===== src/sv/sws_pkg.sv =====
// ---------------------------------------------------------------------------
// sws_pkg: shared types and constants of the sorting block
// Field widths, the request item that passes from intake to sort engine,
// and the default capacity of the element store.
// ---------------------------------------------------------------------------
`default_nettype none

package sws_pkg;

   // fixed field widths
   localparam int VALUE_W      = 8;
   localparam int POS_W        = 6;
   localparam int MEAN_W       = 16;
   localparam int FRAC_W       = 8;
   localparam int REQ_DATA_W   = 8;
   localparam int RSP_DATA_W   = 56;
   localparam int RSP_PAD_W    = RSP_DATA_W - (4 * VALUE_W + POS_W + MEAN_W);

   // default store capacity
   localparam int MAX_ELEMENTS_DEFAULT = 32;

   // intake queue
   localparam int QUEUE_DEPTH  = 2;
   localparam int QPTR_W       = 1;
   localparam int QFILL_W      = 2;

   // one request after intake: value, end-of-set mark, over-capacity mark
   typedef struct packed {
      logic [VALUE_W-1:0] value;
      logic               last;
      logic               drop;
   } sws_item_type;

endpackage

`default_nettype wire


===== src/sv/sort_with_order_statistics.sv =====
// ---------------------------------------------------------------------------
// sort_with_order_statistics: stream sorter with min, max, median and mean
// Requests on req_* carry one 8-bit value each; req_tlast closes a set.
// Up to MAX_ELEMENTS values are kept, later ones are dropped and flagged.
// After the closing request the set is sorted ascending and sent on rsp_*,
// one response per stored value, smallest first, rsp_tlast on the final one.
// Every response repeats the set's minimum, maximum, median, 8.8 mean and
// the overflow flag (rsp_tuser).
// Flow: requests enter a two-entry queue at one per cycle while it is not
// full; the sort engine stores one per cycle while it loads a set. Sorting
// repeats bubble passes, one compare per cycle, until a pass swaps nothing;
// the serial mean divider then yields one quotient bit per dividend bit.
// Responses leave at one per cycle while rsp_tready is high; a stalled rsp
// holds its response while the queue keeps taking requests until it is full.
// Reset (synchronous, active high) empties the queue and the set and
// drops any response in flight.
// ---------------------------------------------------------------------------
`default_nettype none

module sort_with_order_statistics #(
   parameter int MAX_ELEMENTS = sws_pkg::MAX_ELEMENTS_DEFAULT
) (
   input  wire logic                           clock,
   input  wire logic                           reset,
   input  wire logic                           req_tvalid,
   output logic                                req_tready,
   input  wire logic [sws_pkg::REQ_DATA_W-1:0] req_tdata,  // [7:0] value
   input  wire logic                           req_tlast,  // last of set
   output logic                                rsp_tvalid,
   input  wire logic                           rsp_tready,
   // [7:0] sorted_value, [13:8] position, [21:14] minimum, [29:22] maximum,
   // [37:30] median, [53:38] mean_fixed, [55:54] zero
   output logic [sws_pkg::RSP_DATA_W-1:0]      rsp_tdata,
   output logic                                rsp_tlast,  // last_res
   output logic                                rsp_tuser   // [0] overflow
);

   logic                  item_valid;
   logic                  item_ready;
   sws_pkg::sws_item_type item;

   sws_front #(
      .MAX_ELEMENTS (MAX_ELEMENTS)
   ) u_front (
      .clock      (clock),
      .reset      (reset),
      .req_tvalid (req_tvalid),
      .req_tready (req_tready),
      .req_tdata  (req_tdata),
      .req_tlast  (req_tlast),
      .item_valid (item_valid),
      .item_ready (item_ready),
      .item       (item)
   );

   sws_back #(
      .MAX_ELEMENTS (MAX_ELEMENTS)
   ) u_back (
      .clock      (clock),
      .reset      (reset),
      .item_valid (item_valid),
      .item_ready (item_ready),
      .item       (item),
      .rsp_tvalid (rsp_tvalid),
      .rsp_tready (rsp_tready),
      .rsp_tdata  (rsp_tdata),
      .rsp_tlast  (rsp_tlast),
      .rsp_tuser  (rsp_tuser)
   );

   // median lies between minimum and maximum
   a_median_range: assert property (@(posedge clock) disable iff (reset)
      rsp_tvalid |-> (rsp_tdata[21:14] <= rsp_tdata[37:30]) &&
                     (rsp_tdata[37:30] <= rsp_tdata[29:22]))
      else $error("median outside min/max");

   // every sorted value lies between minimum and maximum
   a_value_range: assert property (@(posedge clock) disable iff (reset)
      rsp_tvalid |-> (rsp_tdata[21:14] <= rsp_tdata[7:0]) &&
                     (rsp_tdata[7:0] <= rsp_tdata[29:22]))
      else $error("sorted value outside min/max");

   // the set ends after its final response
   a_set_end: assert property (@(posedge clock) disable iff (reset)
      rsp_tvalid && rsp_tready && rsp_tlast |=> !rsp_tvalid)
      else $error("response after end of set");

   // no request is taken from the queue while responses go out
   a_no_load_emit: assert property (@(posedge clock) disable iff (reset)
      rsp_tvalid |-> !item_ready)
      else $error("queue drained during emission");

endmodule

`default_nettype wire


===== src/sv/sws_front.sv =====
// ---------------------------------------------------------------------------
// sws_front: request intake
// Accepts requests, marks those beyond the store capacity for dropping and
// buffers them in a two-entry queue ahead of the sort engine.
// ---------------------------------------------------------------------------
`default_nettype none

module sws_front #(
   parameter int MAX_ELEMENTS = sws_pkg::MAX_ELEMENTS_DEFAULT
) (
   input  wire logic                           clock,
   input  wire logic                           reset,
   input  wire logic                           req_tvalid,
   output logic                                req_tready,
   input  wire logic [sws_pkg::REQ_DATA_W-1:0] req_tdata,   // [7:0] value
   input  wire logic                           req_tlast,   // end of set
   output logic                                item_valid,
   input  wire logic                           item_ready,
   output sws_pkg::sws_item_type               item
);

   localparam int CW = $clog2(MAX_ELEMENTS + 1);

   sws_pkg::sws_item_type             q_ff [sws_pkg::QUEUE_DEPTH];
   sws_pkg::sws_item_type             q_in;
   logic [sws_pkg::QPTR_W-1:0]        wr_ptr_ff, wr_ptr_in;
   logic [sws_pkg::QPTR_W-1:0]        rd_ptr_ff, rd_ptr_in;
   logic [sws_pkg::QFILL_W-1:0]       fill_ff, fill_in;
   logic [CW-1:0]                     cnt_ff, cnt_in;
   logic                              push, pop, full;

   // classify and queue
   always_comb begin
      full       = (fill_ff == sws_pkg::QFILL_W'(sws_pkg::QUEUE_DEPTH));
      req_tready = !full;
      item_valid = (fill_ff != '0);
      item       = q_ff[rd_ptr_ff];
      push       = req_tvalid && req_tready;
      pop        = item_valid && item_ready;

      q_in.value = req_tdata[sws_pkg::VALUE_W-1:0];
      q_in.last  = req_tlast;
      q_in.drop  = (cnt_ff == CW'(MAX_ELEMENTS));

      cnt_in    = cnt_ff;
      wr_ptr_in = wr_ptr_ff;
      rd_ptr_in = rd_ptr_ff;
      fill_in   = fill_ff;

      // count stored requests of the current set
      if (push) begin
         if (req_tlast) begin
            cnt_in = '0;
         end else if (!q_in.drop) begin
            cnt_in = cnt_ff + CW'(1);
         end
         wr_ptr_in = wr_ptr_ff + sws_pkg::QPTR_W'(1);
      end
      if (pop) begin
         rd_ptr_in = rd_ptr_ff + sws_pkg::QPTR_W'(1);
      end
      if (push && !pop) begin
         fill_in = fill_ff + sws_pkg::QFILL_W'(1);
      end else if (pop && !push) begin
         fill_in = fill_ff - sws_pkg::QFILL_W'(1);
      end
   end

   always_ff @(posedge clock) begin
      if (reset) begin
         cnt_ff    <= '0;
         wr_ptr_ff <= '0;
         rd_ptr_ff <= '0;
         fill_ff   <= '0;
      end else begin
         cnt_ff    <= cnt_in;
         wr_ptr_ff <= wr_ptr_in;
         rd_ptr_ff <= rd_ptr_in;
         fill_ff   <= fill_in;
      end
      if (push) begin
         q_ff[wr_ptr_ff] <= q_in;
      end
   end

endmodule

`default_nettype wire


===== src/sv/sws_div.sv =====
// ---------------------------------------------------------------------------
// sws_div: serial restoring divider
// Produces one quotient bit per cycle; done pulses with the quotient ready.
// ---------------------------------------------------------------------------
`default_nettype none

module sws_div #(
   parameter int NUM_W = 21,
   parameter int DEN_W = 6
) (
   input  wire logic             clock,
   input  wire logic             reset,
   input  wire logic             start,
   input  wire logic [NUM_W-1:0] num,
   input  wire logic [DEN_W-1:0] den,
   output logic                  done,
   output logic [NUM_W-1:0]      quo
);

   localparam int CNT_W = $clog2(NUM_W + 1);

   logic               busy_ff, busy_in;
   logic               done_ff, done_in;
   logic [CNT_W-1:0]   cnt_ff, cnt_in;
   logic [NUM_W-1:0]   num_ff, num_in;
   logic [DEN_W-1:0]   rem_ff, rem_in;
   logic [DEN_W-1:0]   den_ff, den_in;
   logic [DEN_W:0]     shifted, diff;
   logic               ge;

   // one shift-subtract step per cycle
   always_comb begin
      shifted = {rem_ff, num_ff[NUM_W-1]};
      diff    = shifted - {1'b0, den_ff};
      ge      = (shifted >= {1'b0, den_ff});

      busy_in = busy_ff;
      done_in = 1'b0;
      cnt_in  = cnt_ff;
      num_in  = num_ff;
      rem_in  = rem_ff;
      den_in  = den_ff;

      if (start) begin
         busy_in = 1'b1;
         cnt_in  = '0;
         num_in  = num;
         rem_in  = '0;
         den_in  = den;
      end else if (busy_ff) begin
         num_in = {num_ff[NUM_W-2:0], ge};
         rem_in = ge ? diff[DEN_W-1:0] : shifted[DEN_W-1:0];
         cnt_in = cnt_ff + CNT_W'(1);
         if (cnt_ff == CNT_W'(NUM_W - 1)) begin
            busy_in = 1'b0;
            done_in = 1'b1;
         end
      end
   end

   always_ff @(posedge clock) begin
      if (reset) begin
         busy_ff <= 1'b0;
         done_ff <= 1'b0;
         cnt_ff  <= '0;
      end else begin
         busy_ff <= busy_in;
         done_ff <= done_in;
         cnt_ff  <= cnt_in;
      end
      num_ff <= num_in;
      rem_ff <= rem_in;
      den_ff <= den_in;
   end

   assign done = done_ff;
   assign quo  = num_ff;

endmodule

`default_nettype wire


===== src/sv/sws_back.sv =====
// ---------------------------------------------------------------------------
// sws_back: sort engine and result emitter
// Stores a set in a shift line, bubble sorts it one compare per cycle,
// derives median and mean, then shifts the sorted set out as responses.
// ---------------------------------------------------------------------------
`default_nettype none

module sws_back #(
   parameter int MAX_ELEMENTS = sws_pkg::MAX_ELEMENTS_DEFAULT
) (
   input  wire logic                           clock,
   input  wire logic                           reset,
   input  wire logic                           item_valid,
   output logic                                item_ready,
   input  wire sws_pkg::sws_item_type          item,
   output logic                                rsp_tvalid,
   input  wire logic                           rsp_tready,
   output logic [sws_pkg::RSP_DATA_W-1:0]      rsp_tdata,
   output logic                                rsp_tlast,
   output logic                                rsp_tuser
);

   localparam int VW    = sws_pkg::VALUE_W;
   localparam int CW    = $clog2(MAX_ELEMENTS + 1);
   localparam int IDX_W = $clog2(MAX_ELEMENTS);
   localparam int SUM_W = $clog2(MAX_ELEMENTS * 255 + 1);
   localparam int NUM_W = SUM_W + sws_pkg::FRAC_W;

   typedef enum logic [1:0] {
      ST_LOAD,
      ST_SORT,
      ST_MEAN,
      ST_EMIT
   } state_type;

   state_type                  state_ff, state_in;
   logic [VW-1:0]              sr_ff [MAX_ELEMENTS];
   logic [VW-1:0]              sr_in [MAX_ELEMENTS];
   logic [CW-1:0]              count_ff, count_in;
   logic [SUM_W-1:0]           sum_ff, sum_in;
   logic                       ovf_ff, ovf_in;
   logic [VW-1:0]              min_ff, min_in;
   logic [VW-1:0]              max_ff, max_in;
   logic [CW-1:0]              step_ff, step_in;
   logic                       moved_ff, moved_in;
   logic [CW-1:0]              emit_ff, emit_in;
   logic [VW-1:0]              lo_ff, lo_in;
   logic [VW-1:0]              hi_ff, hi_in;
   logic [VW-1:0]              med_ff, med_in;
   logic [sws_pkg::MEAN_W-1:0] mean_ff, mean_in;

   logic [VW-1:0]              head, nxt, out_v;
   logic [VW:0]                pair_sum;
   logic                       swap, last_step, final_rsp;
   logic [CW-1:0]              mid;
   logic [IDX_W-1:0]           tail_idx;
   logic                       div_start, div_done;
   logic [NUM_W-1:0]           div_quo;

   sws_div #(
      .NUM_W (NUM_W),
      .DEN_W (CW)
   ) u_div (
      .clock (clock),
      .reset (reset),
      .start (div_start),
      .num   ({sum_ff, sws_pkg::FRAC_W'(0)}),
      .den   (count_ff),
      .done  (div_done),
      .quo   (div_quo)
   );

   always_comb begin
      head      = sr_ff[0];
      nxt       = sr_ff[1];
      swap      = (head > nxt);
      last_step = (step_ff == count_ff);
      out_v     = (last_step || !swap) ? head : nxt;
      mid       = count_ff >> 1;
      tail_idx  = IDX_W'(count_ff - CW'(1));
      pair_sum  = {1'b0, lo_ff} + {1'b0, hi_ff};
      final_rsp = (emit_ff == count_ff - CW'(1));

      state_in   = state_ff;
      sr_in      = sr_ff;
      count_in   = count_ff;
      sum_in     = sum_ff;
      ovf_in     = ovf_ff;
      min_in     = min_ff;
      max_in     = max_ff;
      step_in    = step_ff;
      moved_in   = moved_ff;
      emit_in    = emit_ff;
      lo_in      = lo_ff;
      hi_in      = hi_ff;
      med_in     = med_ff;
      mean_in    = mean_ff;
      item_ready = 1'b0;
      div_start  = 1'b0;

      unique case (state_ff)
         // store requests until the end of the set
         ST_LOAD: begin
            item_ready = 1'b1;
            if (item_valid) begin
               if (!item.drop) begin
                  sr_in[IDX_W'(count_ff)] = item.value;
                  count_in = count_ff + CW'(1);
                  sum_in   = sum_ff + SUM_W'(item.value);
                  if (item.value < min_ff) begin
                     min_in = item.value;
                  end
                  if (item.value > max_ff) begin
                     max_in = item.value;
                  end
               end else begin
                  ovf_in = 1'b1;
               end
               if (item.last) begin
                  state_in = ST_SORT;
                  step_in  = CW'(1);
                  moved_in = 1'b0;
               end
            end
         end

         // one bubble step: head carries the larger, smaller goes to the tail
         ST_SORT: begin
            for (int i = 0; i < MAX_ELEMENTS - 1; i++) begin
               sr_in[i] = sr_ff[i + 1];
            end
            if (!last_step) begin
               sr_in[0] = swap ? head : nxt;
            end
            sr_in[tail_idx] = out_v;
            // keep the middle elements as they pass the tail
            if (step_ff == mid) begin
               lo_in = out_v;
            end
            if (step_ff == mid + CW'(1)) begin
               hi_in = out_v;
            end
            if (last_step) begin
               if (moved_ff) begin
                  step_in  = CW'(1);
                  moved_in = 1'b0;
               end else begin
                  state_in  = ST_MEAN;
                  div_start = 1'b1;
               end
            end else begin
               step_in  = step_ff + CW'(1);
               moved_in = moved_ff | swap;
            end
         end

         // wait for the mean, form the median
         ST_MEAN: begin
            med_in = count_ff[0] ? hi_ff : pair_sum[VW:1];
            if (div_done) begin
               mean_in  = sws_pkg::MEAN_W'(div_quo);
               state_in = ST_EMIT;
               emit_in  = '0;
            end
         end

         // shift out one response per accepted handshake
         ST_EMIT: begin
            if (rsp_tready) begin
               for (int i = 0; i < MAX_ELEMENTS - 1; i++) begin
                  sr_in[i] = sr_ff[i + 1];
               end
               if (final_rsp) begin
                  state_in = ST_LOAD;
                  count_in = '0;
                  sum_in   = '0;
                  ovf_in   = 1'b0;
                  min_in   = '1;
                  max_in   = '0;
               end else begin
                  emit_in = emit_ff + CW'(1);
               end
            end
         end

         default: begin
            state_in = ST_LOAD;
         end
      endcase
   end

   always_ff @(posedge clock) begin
      if (reset) begin
         state_ff <= ST_LOAD;
         count_ff <= '0;
         sum_ff   <= '0;
         ovf_ff   <= 1'b0;
         min_ff   <= '1;
         max_ff   <= '0;
         step_ff  <= '0;
         moved_ff <= 1'b0;
         emit_ff  <= '0;
      end else begin
         state_ff <= state_in;
         count_ff <= count_in;
         sum_ff   <= sum_in;
         ovf_ff   <= ovf_in;
         min_ff   <= min_in;
         max_ff   <= max_in;
         step_ff  <= step_in;
         moved_ff <= moved_in;
         emit_ff  <= emit_in;
      end
      sr_ff   <= sr_in;
      lo_ff   <= lo_in;
      hi_ff   <= hi_in;
      med_ff  <= med_in;
      mean_ff <= mean_in;
   end

   // response fields straight from registers
   assign rsp_tvalid = (state_ff == ST_EMIT);
   assign rsp_tlast  = final_rsp;
   assign rsp_tuser  = ovf_ff;
   assign rsp_tdata  = {sws_pkg::RSP_PAD_W'(0), mean_ff, med_ff, max_ff, min_ff,
                        sws_pkg::POS_W'(emit_ff), head};

endmodule

`default_nettype wire

===== config.mk =====
export PLATFORM = sky130hd
export DESIGN_NAME = sort_with_order_statistics
export DESIGN_NICKNAME = d
export VERILOG_FILES = /design/src/sv/sws_pkg.sv /design/src/sv/sort_with_order_statistics.sv /design/src/sv/sws_front.sv /design/src/sv/sws_div.sv /design/src/sv/sws_back.sv
export SDC_FILE = /design/constraint.sdc
export NUM_CORES = 1
export LEC_CHECK = 0
export CELL_PAD_IN_SITES_DETAIL_PLACEMENT = 0
export CELL_PAD_IN_SITES_GLOBAL_PLACEMENT = 2
export CORE_UTILIZATION = 40
export CTS_CLUSTER_DIAMETER = 30
export DETAILED_ROUTE_END_ITERATION = 16
export DONT_BUFFER_PORTS = 1
export PLACE_DENSITY = 0.85
export SLEW_MARGIN = 20
export SYNTH_ARGS = -nofsm -noshare
export SYNTH_HDL_FRONTEND = slang
export SYNTH_HIERARCHICAL = 1
export SYNTH_SLANG_ARGS = --single-unit
export TNS_END_PERCENT = 100

===== constraint.sdc =====
create_clock -name clock -period 5.1 [get_ports clock]
set_input_delay 0.255 -clock clock [delete_from_list [all_inputs] [get_ports clock]]
set_output_delay 0.255 -clock clock [all_outputs]
set_load 0.02 [all_outputs]

=== Yosys cells after proc, flatten, opt, wreduce, memory -nomap -nowiden ===
Memories as Yosys holds them, arrays and structs flattened. A register that Yosys moved wholly into a read port is not among the register bits.
Index checks and enable logic that the tools add are counted.

* Multiplexer cells: 83
* Reductions and logical operators: 35
* Add/subtract/negate cells: 14
* Order comparisons: 8
* Equality and inequality tests: 24
* Bitwise operators: 4

{| class="wikitable"
|+ Operators by type and width
! kind !! number
|-
| case mux 248 bit (3 select lines) || 1
|-
| bitwise mux 256 bit || 2
|-
| 2-to-1 mux 256 bit || 2
|-
| 2-to-1 mux 248 bit || 1
|-
| 2-to-1 mux 8 bit || 17
|-
| 2-to-1 mux 6 bit || 14
|-
| demux 8 bit (select 5 bit) || 2
|-
| 2-to-1 mux 13 bit || 4
|-
| case mux 8 bit (2 select lines) || 3
|-
| 2-to-1 mux 21 bit || 2
|-
| case mux 6 bit (2 select lines) || 3
|-
| case mux 13 bit (2 select lines) || 1
|-
| adder 6 x 1 -> 6 bit, second input constant || 4
|-
| 2-to-1 mux 1 bit || 19
|-
| equality test 6 bit || 3
|-
| 2-to-1 mux 2 bit || 9
|-
| > comparator 8 bit || 2
|-
| != test 2 bit, second input constant || 7
|-
| adder 13 x 8 -> 13 bit || 1
|-
| >= comparator 6 bit, second input constant || 2
|-
| less-than comparator 6 x 1 -> 1 bit, second input constant || 2
|-
| != test 2 x 1 -> 1 bit, second input constant || 6
|-
| NOT 5 -> 6 bit || 2
|-
| AND reduction 4 bit || 3
|-
| other kinds (33) || 56
|}

* Flip-flop bits (word level): 397
* Word-level logic and storage cells: 225
* Memory bits (writable): 20
* Memories: 1
* Bits of input ports: 13

{| class="wikitable"
|+ Memory list
! name !! depth !! width !! read ports !! clocked after Yosys merged registers in !! wr ports !! RTL line !! source
|-
| u_front.q_ff || 2 || 10 || 1 || 1 || 1 || sws_front.sv:24 || <nowiki>sws_pkg::sws_item_type q_ff [sws_pkg::QUEUE_DEPTH];</nowiki>
|}

=== Logic depth before layout (Yosys ltp) ===
Gate-level depths: netlist of the first run.

* Depth in word-level cells: 9
* Gate-level depth with buffers: 11
* Mapped depth without buffers: 10

=== Cells and area by module ===
Netlist of the first run, hierarchy kept.

{| class="wikitable"
|+ By module, submodules not included
! module !! seq. area each (um^2) !! instances !! area each (um^2) !! cells each
|-
| sws_back || 9909.5 || 1 || 17993.5 || 1667
|-
| sws_div || 1071.0 || 1 || 1946.9 || 156
|-
| sws_front || 820.8 || 1 || 1301.2 || 99
|}

=== Least setup slack after synthesis of the first run ===
No wires, ideal clock.

* Path type: reg2reg
* Start: register u_back.count_ff[0]
* End: register u_back.u_div.num_ff[0], in the netlist u_back/u_div/quo[0], enable pin
* Setup slack: 1.974 ns
* Arrival: 2.748 ns
* Path buffers: 2
* Required time: 4.722 ns
* Stages on the path, launching flop included: 9
* Period minus slack after synthesis: 3.126 ns
* Path through: dfxtp_1 -> buf_2 -> xor2_1 -> nor4_1 -> nand3_1 -> nor3_1 -> clkbuf_1 -> inv_1 -> nand2_1

* Cells in the longest elaborated chain, start to end: 3

{| class="wikitable"
|+ RTL lines
! item !! RTL line !! source
|-
| from (decl) || sws_back.sv:39 || <nowiki>logic [CW-1:0] count_ff, count_in;</nowiki>
|-
| from (signal assigned) || sws_back.sv:205 || <nowiki>count_ff <= count_in;</nowiki>
|-
| equality test 6 bit || sws_back.sv:77 || <nowiki>last_step = (step_ff == count_ff);</nowiki>
|-
| 2-to-1 mux 1 bit || sws_back.sv:143 || <nowiki>if (last_step) begin</nowiki>
|-
| 2-to-1 mux 1 bit || sws_back.sv:101 || <nowiki>unique case (state_ff)</nowiki>
|-
| named net u_back.div_start || sws_back.sv:57 || <nowiki>logic div_start, div_done;</nowiki>
|-
| to (signal assigned) || sws_div.sv:71 || <nowiki>num_ff <= num_in;</nowiki>
|-
| to (decl) || sws_div.sv:25 || <nowiki>logic [NUM_W-1:0] num_ff, num_in;</nowiki>
|}

The timed path passes the listed nets, and every way through them passes these cells.
A chain may end at the register's enable or synchronous reset.

==> run summary, run 1 <==
The largest net degree at the start of global routing came out at 51. Ranked by total cell area, the synthesized netlist is headed by edfxtp_1 48%, dfxtp_1 7.1%, ha_1 3.9%. Timing analysis after detailed placement gives a worst setup slack of ~1 ns. The number of global-route vias before repair was roughly 17,000. The share of the Yosys chip area taken by registers is a little under three fifths. The antenna cell count is 0. The total wirelength of the detailed-routed design came out at approximately 66,000 µm. The top cell type's share of synthesized area came out at 48.49%. The all-layer global routing usage came out at roughly 25%. The share of final-layout standard cells stronger than drive strength 1 came out at a little over an eighth. The worst slew slack as a fraction of its limit came out at about 20%.

Setup repair after global routing left no endpoint under its margin. The data required time of the critical path is 5.47 ns. The clock insertion delay at the later pin of the skew report came out at ~0.62 ns. Compared with the post-synthesis result, the final layout area differs by 19.86%.

The final setup slack of the worst path came out at around 0.90 ns. The post-route DRC violation count is 0. The utilization after layout came out at 48.45%. In the synthesized netlist, mux cells make up 2.874% of the area.

The worst setup path is launched from a flop. The worst setup path is captured at a flop. The number of placement rows is 84. In this run the worst path has a maximum fanout of 18. In this run the static leakage power is slightly below 10 nW. The number of nets at the end of the flow came out at 2,039. The final cycle utilization of the critical path came out at between 80 and 90%.

The total area inside the core boundary comes to ~53,000 µm². The number of failing setup endpoints in the final timing report is 0. The library cells used most frequently in the layout, excluding fill and tap cells, are 343 x edfxtp_1, 166 x nand2_1, 140 x o21ai_0.

The synthesized netlist occupies a cell area of roughly 21,000 µm². The power after layout came out at between 15 and 20 mW. The max-slew violation count is 0. The xor and xnor fraction of the mapped netlist area came out at approximately 2.2%.

Timing would allow up to roughly 240 MHz. The number of clock sinks seen by CTS is around 420. The first routing iteration left about 1,800 violations. The dominant synthesized flop cell is edfxtp_1.

The first detailed-routing pass took 9 iterations. The count of boundary I/O pins is 73. During placement, the flow inserted port buffers numbering 0. The run finished with clean final reports. In this run the deepest clock path goes through 3 buffers. In this run the worst hold path is classified as primary input to flop. The post-detailed-route wirelength per cell came out at approximately 24 µm. Dividing the detail-routed via count by the number of cells gives between 6 and 7. VDD sags by at most roughly 0.3 mV. The CTS tree is done. Summing the areas of all and, or, nand and nor instances in the mapped netlist gives a little over a tenth of the synthesized area.

The effective utilization at floorplan came out at slightly above 40%. The root buffer cell chosen for the clock tree is clkbuf_16. The routability congestion estimate is between 0.9 and 1.

Power spread over the standard cell area amounts to 696.0 nW/µm². The final setup TNS came out at 0 ns. The die height is 232.4 µm. After synthesis the netlist holds a flip-flop and latch count of between 400 and 500. The count of cells resized by post-cts repair is 0. The tool flagged a number of max-cap violations equal to 0. The setup clock skew after layout is around 0.021 ns. Synthesis produced between 1,500 and 2,000 cells. The cell accounting for the most synthesized area is edfxtp_1. The worst path needs roughly 4.2 ns of the cycle, external delays included. The area of the die came out at around 54,000 µm². The remaining antenna violation count came out at 0.

In this run the mean area of a mapped cell was around 11 µm². The dominant combinational cell family by area after synthesis is compound AO/OA/AOI/OAI gates. The number of antenna violations at the first check in global routing is 0.

The leftover overflow at the end of global routing came out at 0. In the synthesized netlist the async set-or-reset flop fraction comes to 0%. In this run, CTS created clock tree buffers numbering 95. The number of hold violations in the final report came out at 0.

The width of the chip came out at ~230 µm. The data arrival time of the critical path is 4.57 ns. The clock transition at the registers of the reported paths came out at around 0.040 ns.

The synthesized netlist devotes 20.69% of its cell area to compound gates. The number of synthesized flops with an enable pin came out at ~340. The adder-cell share of the synthesized area is 4.170%. The global-route wire length before repair is between 100,000 and 150,000 µm. The routed via count is between 15,000 and 20,000. The critical path class is flop to flop.

The number of different library cells used by synthesis comes to 77. The HPWL after detailed placement is around 42,000 µm. The maximum level of the CTS H-tree is 3. The worst-margin pin slew is 1.196 ns. The number of synthesis warnings is 6. Leaving out fill and tap cells, the most frequent cell in the layout is edfxtp_1.
-- critical path, stage by stage, from the launching register on --
cell,delay (ns)
edfxtp_1,0.54
ha_1,0.37
nor2b_1,0.14
o211ai_1,0.17
a21oi_1,0.11
o211ai_1,0.88
buf_4,0.30
mux2i_2,0.65
buf_4,0.43
o22ai_1,0.14
a21o_1,0.20
-- through the flow --
step,instances,hold slack (ns),area (µm²)
4_1_cts,2726,0.01850,25460
5_1_grt,2726,0.03483,25460
3_3_place_gp,2532,0.3298,21960
2_1_floorplan,1931,0.3274,21280
3_5_place_dp,2532,0.3342,21960
6_report,2726,0.009069,25460
-- sequential cells by signal, summed over array words and instances (netlist names), 5 cells and up, named ones only --
signal               cells
u_back/lo_ff             8
u_back/med_ff            8
u_back/u_div/cnt_ff      5
u_back/sr_ff           240
u_back/mean_ff          16
u_front/q_ff            20
u_back/u_div/den_ff      6
u_back/max_ff            8
u_back/nxt               8
u_front/cnt_ff           6
u_back/count_ff          6
u_back/emit_ff           6
u_back/hi_ff             8
u_back/u_div/rem_ff      6
u_back/u_div/quo        21
u_back/sum_ff           13
u_back/min_ff            8
u_back/head              8
u_back/step_ff           6
-- cell families (layout without fill, tap and decap cells) --
| group | after synthesis | after routing |
|---|---|---|
| and+or+nand+nor | 484 | 484 |
| buffers and inverters | 199 | 306 |
| other | 1 | 10 |
| AOI/OAI and AO/OA | 642 | 642 |
| xor gates and xnor gates | 52 | 52 |
| muxes | 57 | 57 |
| adders and majority gates | 69 | 69 |
| DFF | 418 | 418 |
-- per-layer routing --
metal  vias to the layer above  routed length, µm  global-route usage [%]
met5                         -                  0                       0
li1                       7455                  -                       -
met4                         0               2280                   11.27
met3                       155               5214                   4.596
met1                      8236              28570                   33.10
met2                       804              30140                   38.56
-- area by class of cell --
type / count / area, µm²
Tap cell: 688 / 860.8
Inverter: 78 / 292.8
Fill cell: 4690 / 27090
Multi-Input combinational cell: 1314 / 8750
Timing Repair Buffer: 50 / 425.4
Clock inverter: 67 / 809.5
Sequential cell: 418 / 11800
Clock buffer: 111 / 2520
-- worst paths after layout --
kind | startpoint | to | slack [ns] | cells after the start
min reg2reg | u_back/u_div/quo[12] | u_back/mean_ff[12] | 0.44 | 0
max | u_back/head[1] | u_back/sr_ff[70] | 0.90 | 10
min | req_tlast | u_front/cnt_ff[1] | 0.009 | 4
max reg2reg | u_back/head[1] | u_back/sr_ff[70] | 0.90 | 10
-- report_power, final --
group          leakage, nW  internal (mW)  switching (mW)
clock network         1.59           4.29            1.99
registers             3.80           4.94           0.590
logic                 4.29           1.72            4.19
total                 9.68           11.0            6.77
-- cell usage after synthesis, drive strengths merged (5+ instances only) --
cell type / n
or2: 5
and3: 15
buf: 30
a211oi: 11
nand2: 168
o21a: 8
o211ai: 7
edfxtp: 343
nand3: 27
and2: 24
o21ai: 154
dfxtp: 75
nor2b: 16
nand4: 26
mux2: 32
or4: 7
ha: 66
nor3: 36
clkbuf: 91
o31ai: 7
a31oi: 5
xor2: 27
inv: 78
nor2: 131
a22oi: 107
a222oi: 8
o22ai: 67
xnor2: 24
a221o: 39
o221ai: 33
a21oi: 74
nand2b: 13
a22o: 7
a21o: 88
mux2i: 25
-- what timing repair did --
action	4_1_cts	5_1_grt
buffers inserted	0	0
hold buffers	16	0
endpoints found under the hold margin	62	0
No activity file was read; power rests on OpenSTA's default activity.
==> run 2, diff against run 1 <==
--- a/config.mk
+++ b/config.mk
@@ -7,11 +7,11 @@
 export LEC_CHECK = 0
 export CELL_PAD_IN_SITES_DETAIL_PLACEMENT = 0
 export CELL_PAD_IN_SITES_GLOBAL_PLACEMENT = 2
-export CORE_UTILIZATION = 40
+export CORE_UTILIZATION = 39
 export CTS_CLUSTER_DIAMETER = 30
 export DETAILED_ROUTE_END_ITERATION = 16
 export DONT_BUFFER_PORTS = 1
-export PLACE_DENSITY = 0.85
+export PLACE_DENSITY = 0.87
 export SLEW_MARGIN = 20
 export SYNTH_ARGS = -nofsm -noshare
 export SYNTH_HDL_FRONTEND = slang
==> constraint.sdc (replaced) <==
create_clock -name clock -period 3.6 [get_ports clock]
set_input_delay 0.18 -clock clock [delete_from_list [all_inputs] [get_ports clock]]
set_output_delay 0.18 -clock clock [all_outputs]
set_load 0.02 [all_outputs]
==> run 2 against run 1 <==
First-iteration DRC count shrank 1.3%; sequential power is 41% higher; global-route usage is 1.3 points lower; via count is 0.57% higher; largest power group is now combinational logic; highest routed layer unchanged.
==> run summary, run 2 (same netlist as run 1, synthesis figures left out) <==
The flow ran to the end, and the final reports show no timing, DRC or antenna violations. In the layout the commonest cells are 343 x edfxtp_1, 167 x nand2_1, 140 x o21ai_0. From synthesis to final layout, the design area changed by 21.31%. The first routing iteration left approximately 1,800 violations. The number of antenna violations at the first check in global routing is 0. Entering global routing, the biggest net connects 53 pins.

The max-slew violation count came out at 0. The number of failing setup endpoints in the final timing report is 0. In this run the tightest slew margin relative to its limit is roughly a fifth.

The data required time of the critical path is 3.94 ns. The routing layer with the top usage in global route is met2. The register ranked first by flip-flop count is u_back/sr_ff. The most common cell after layout, fill and taps aside is edfxtp_1.

The proportion of power drawn by the clock network came out at 34.2%. The cell area power density is between 900 and 1000 nW/µm². The HPWL after detailed placement is between 40,000 and 50,000 µm. Dividing the detail-routed via count by the number of cells gives ~6. The remaining antenna violation count came out at 0. Walking the worst path, the cells encountered are xor2_1, nor4_1, nand3_1, o211ai_1, buf_4, mux2i_2, inv_2, a222oi_1, inv_1. The post-detailed-route wirelength per cell came out at 23.50 µm. The data arrival time of the critical path came out at roughly 3.6 ns. For the finished layout, the period the worst path requires is 3.222 ns.

STA classifies the critical path startpoint as a flop. In the global route stage, met1 resource usage came out at slightly above 30%. The worst-case register-to-register setup slack came out at ~0.38 ns.

The leftover overflow at the end of global routing came out at 0. The number of clock sinks seen by CTS came out at between 400 and 500. For this design the static power due to leakage is about 9.9 nW.

The core region is between 50,000 and 60,000 µm². The number of flip-flops under the largest register name came out at 240. The count of boundary I/O pins is 73.

The total wirelength of the detailed-routed design came out at approximately 65,000 µm. STA classifies the critical path endpoint as a flop. The global routing usage on met2 is between 30% and 40%. The root buffer cell is clkbuf_16. The largest fanout on the critical path is 9. The number of placement rows came out at between 80 and 90. The number of global-route vias before repair is about 17,000. The worst min-delay path class is primary input to flop. The area of the die came out at 55,400 µm². Combinational logic burns around a third of the power.

The maximum buffer depth of the clock tree is 3. For met3 alone, demand over resource in global routing was 4.784%. The post-route netlist has between 10% and 20% of its cells at a drive strength greater than 1. The power after layout is approximately 25 mW. The top achievable clock speed came out at between 300 and 400 MHz.

The internal power is between 15 and 20 mW. In the routed design, unresolved DRC markers number 0. The routed via count came out at between 15,000 and 20,000. The clock insertion delay at the later pin of the skew report came out at approximately 0.62 ns. The die height is ~240 µm. After layout, the worst path uses around 90% of the clock period. The count of buffers added on input and output ports is 0. The maximum level of the CTS H-tree came out at 3. Summed over all failing endpoints, the final setup total negative slack is 0 ns. Setup repair after global routing left no endpoint under its margin.

The number of search-and-repair iterations in the first detailed-routing pass is 8. The number of hold violations in the final report was 0. For the pin with the worst max-slew slack, the measured transition is 1.197 ns. The number of violations of the max-capacitance limit is 0. After clock tree synthesis, the setup repair step added 0 buffers. For this run, the post-layout net count is 2,093. The switching power of the nets is 9.647 mW. The sequential power share is approximately 31%. The slowest stage of the critical path belongs to the cell a222oi_1. The all-layer global routing usage came out at roughly a quarter. The net switching fraction of the power came out at between 30% and 40%.

0 antenna diodes ended up in the layout. In this design, the stage delay of the slowest critical-path cell is between 0.5 and 0.6 ns. The routability congestion estimate is 0.9170. The worst-case IR drop observed on VDD is around 0.44 mV. TritonCTS built the clock tree. The worst setup path is of the flop to flop kind. Across the routed clock network, the largest skew measured is roughly 0.037 ns. The buffers plus inverters on the worst setup path came out at 3.

The number of buffers created by CTS is just over 90. The clock transition at the registers of the reported paths came out at ~0.050 ns. For this configuration, the core starts out at a cell density of 39.47%. The width of the chip came out at ~240 µm. The kind of cell adding the most delay to the critical path is compound AO/OA/AOI/OAI gates.

The global-route wire length before repair came out at about 100,000 µm.
[run 2: cell types whose count changed in the layout (fill, tap and decap cells not counted), moves of 2 or more]
cell,before,now
clkinvlp_4,14,11
inv_6,9,11
buf_12,1,3
bufinv_16,15,12
buf_4,34,91
clkbuf_16,97,94
clkinv_1,9,3
clkinv_4,5,13
dlygate4sd3_1,15,12
[run 2: final timing paths]
check                             from                  to  cells past startpoint
hold / removal              req_tvalid  u_front/q_ff[1][3]                      1
setup / recovery     u_back/step_ff[0]    u_back/sr_ff[28]                      9
setup reg to reg     u_back/step_ff[0]    u_back/sr_ff[28]                      9
hold reg to reg   u_back/u_div/quo[10]  u_back/mean_ff[10]                      0
[run 2: routing by layer]
metal	part of all wire [%]	routed length, µm
met5	0	0
met4	3.5	2267
met3	8.4	5481
met2	46	30210
met1	42	27450
[run 2: area by class of cell]
type / count / area [µm²]
well taps: 696 / 870.8
repair buffers: 106 / 863.3
fillers: 4797 / 28050
flip-flops and latches: 418 / 11800
clock inverters: 64 / 760.7
multi-input cells: 1314 / 8747
clock buffers: 107 / 2431
inverters: 78 / 292.8
[run 2: power groups by stage]
stage          clock, mW  sequential [mW]  combinational (mW)
6_report            8.57             7.82                8.70
5_1_grt             8.91             7.93                9.26
4_1_cts             8.66             7.82                8.53
3_5_place_dp           0             7.88                8.43
3_3_place_gp           0             7.86                8.29
2_1_floorplan          0             7.52                5.43
[run 2: per-stage QoR]
| step | worst slack (ns) | area [µm²] | util [%] | hold WS (ns) | instances |
|---|---|---|---|---|---|
| 2_1_floorplan | 0.4744 | 21280 | - | 0.2524 | 1931 |
| 3_3_place_gp | 0.4477 | 22440 | 41.69 | 0.2560 | 2599 |
| 3_5_place_dp | 0.4742 | 22440 | 41.69 | 0.2578 | 2599 |
| 4_1_cts | 0.4238 | 25770 | 47.88 | 0.09186 | 2783 |
| 5_1_grt | 0.1707 | 25770 | 47.88 | 0.1327 | 2783 |
| 6_report | 0.3776 | 25770 | 47.88 | 0.1191 | 2783 |
[run 2: what timing repair did]
item	4_1_cts	5_1_grt
endpoints found under the setup margin	0	0
resized for setup	0	0
endpoints found under the hold margin	70	0
hold buffers	13	0
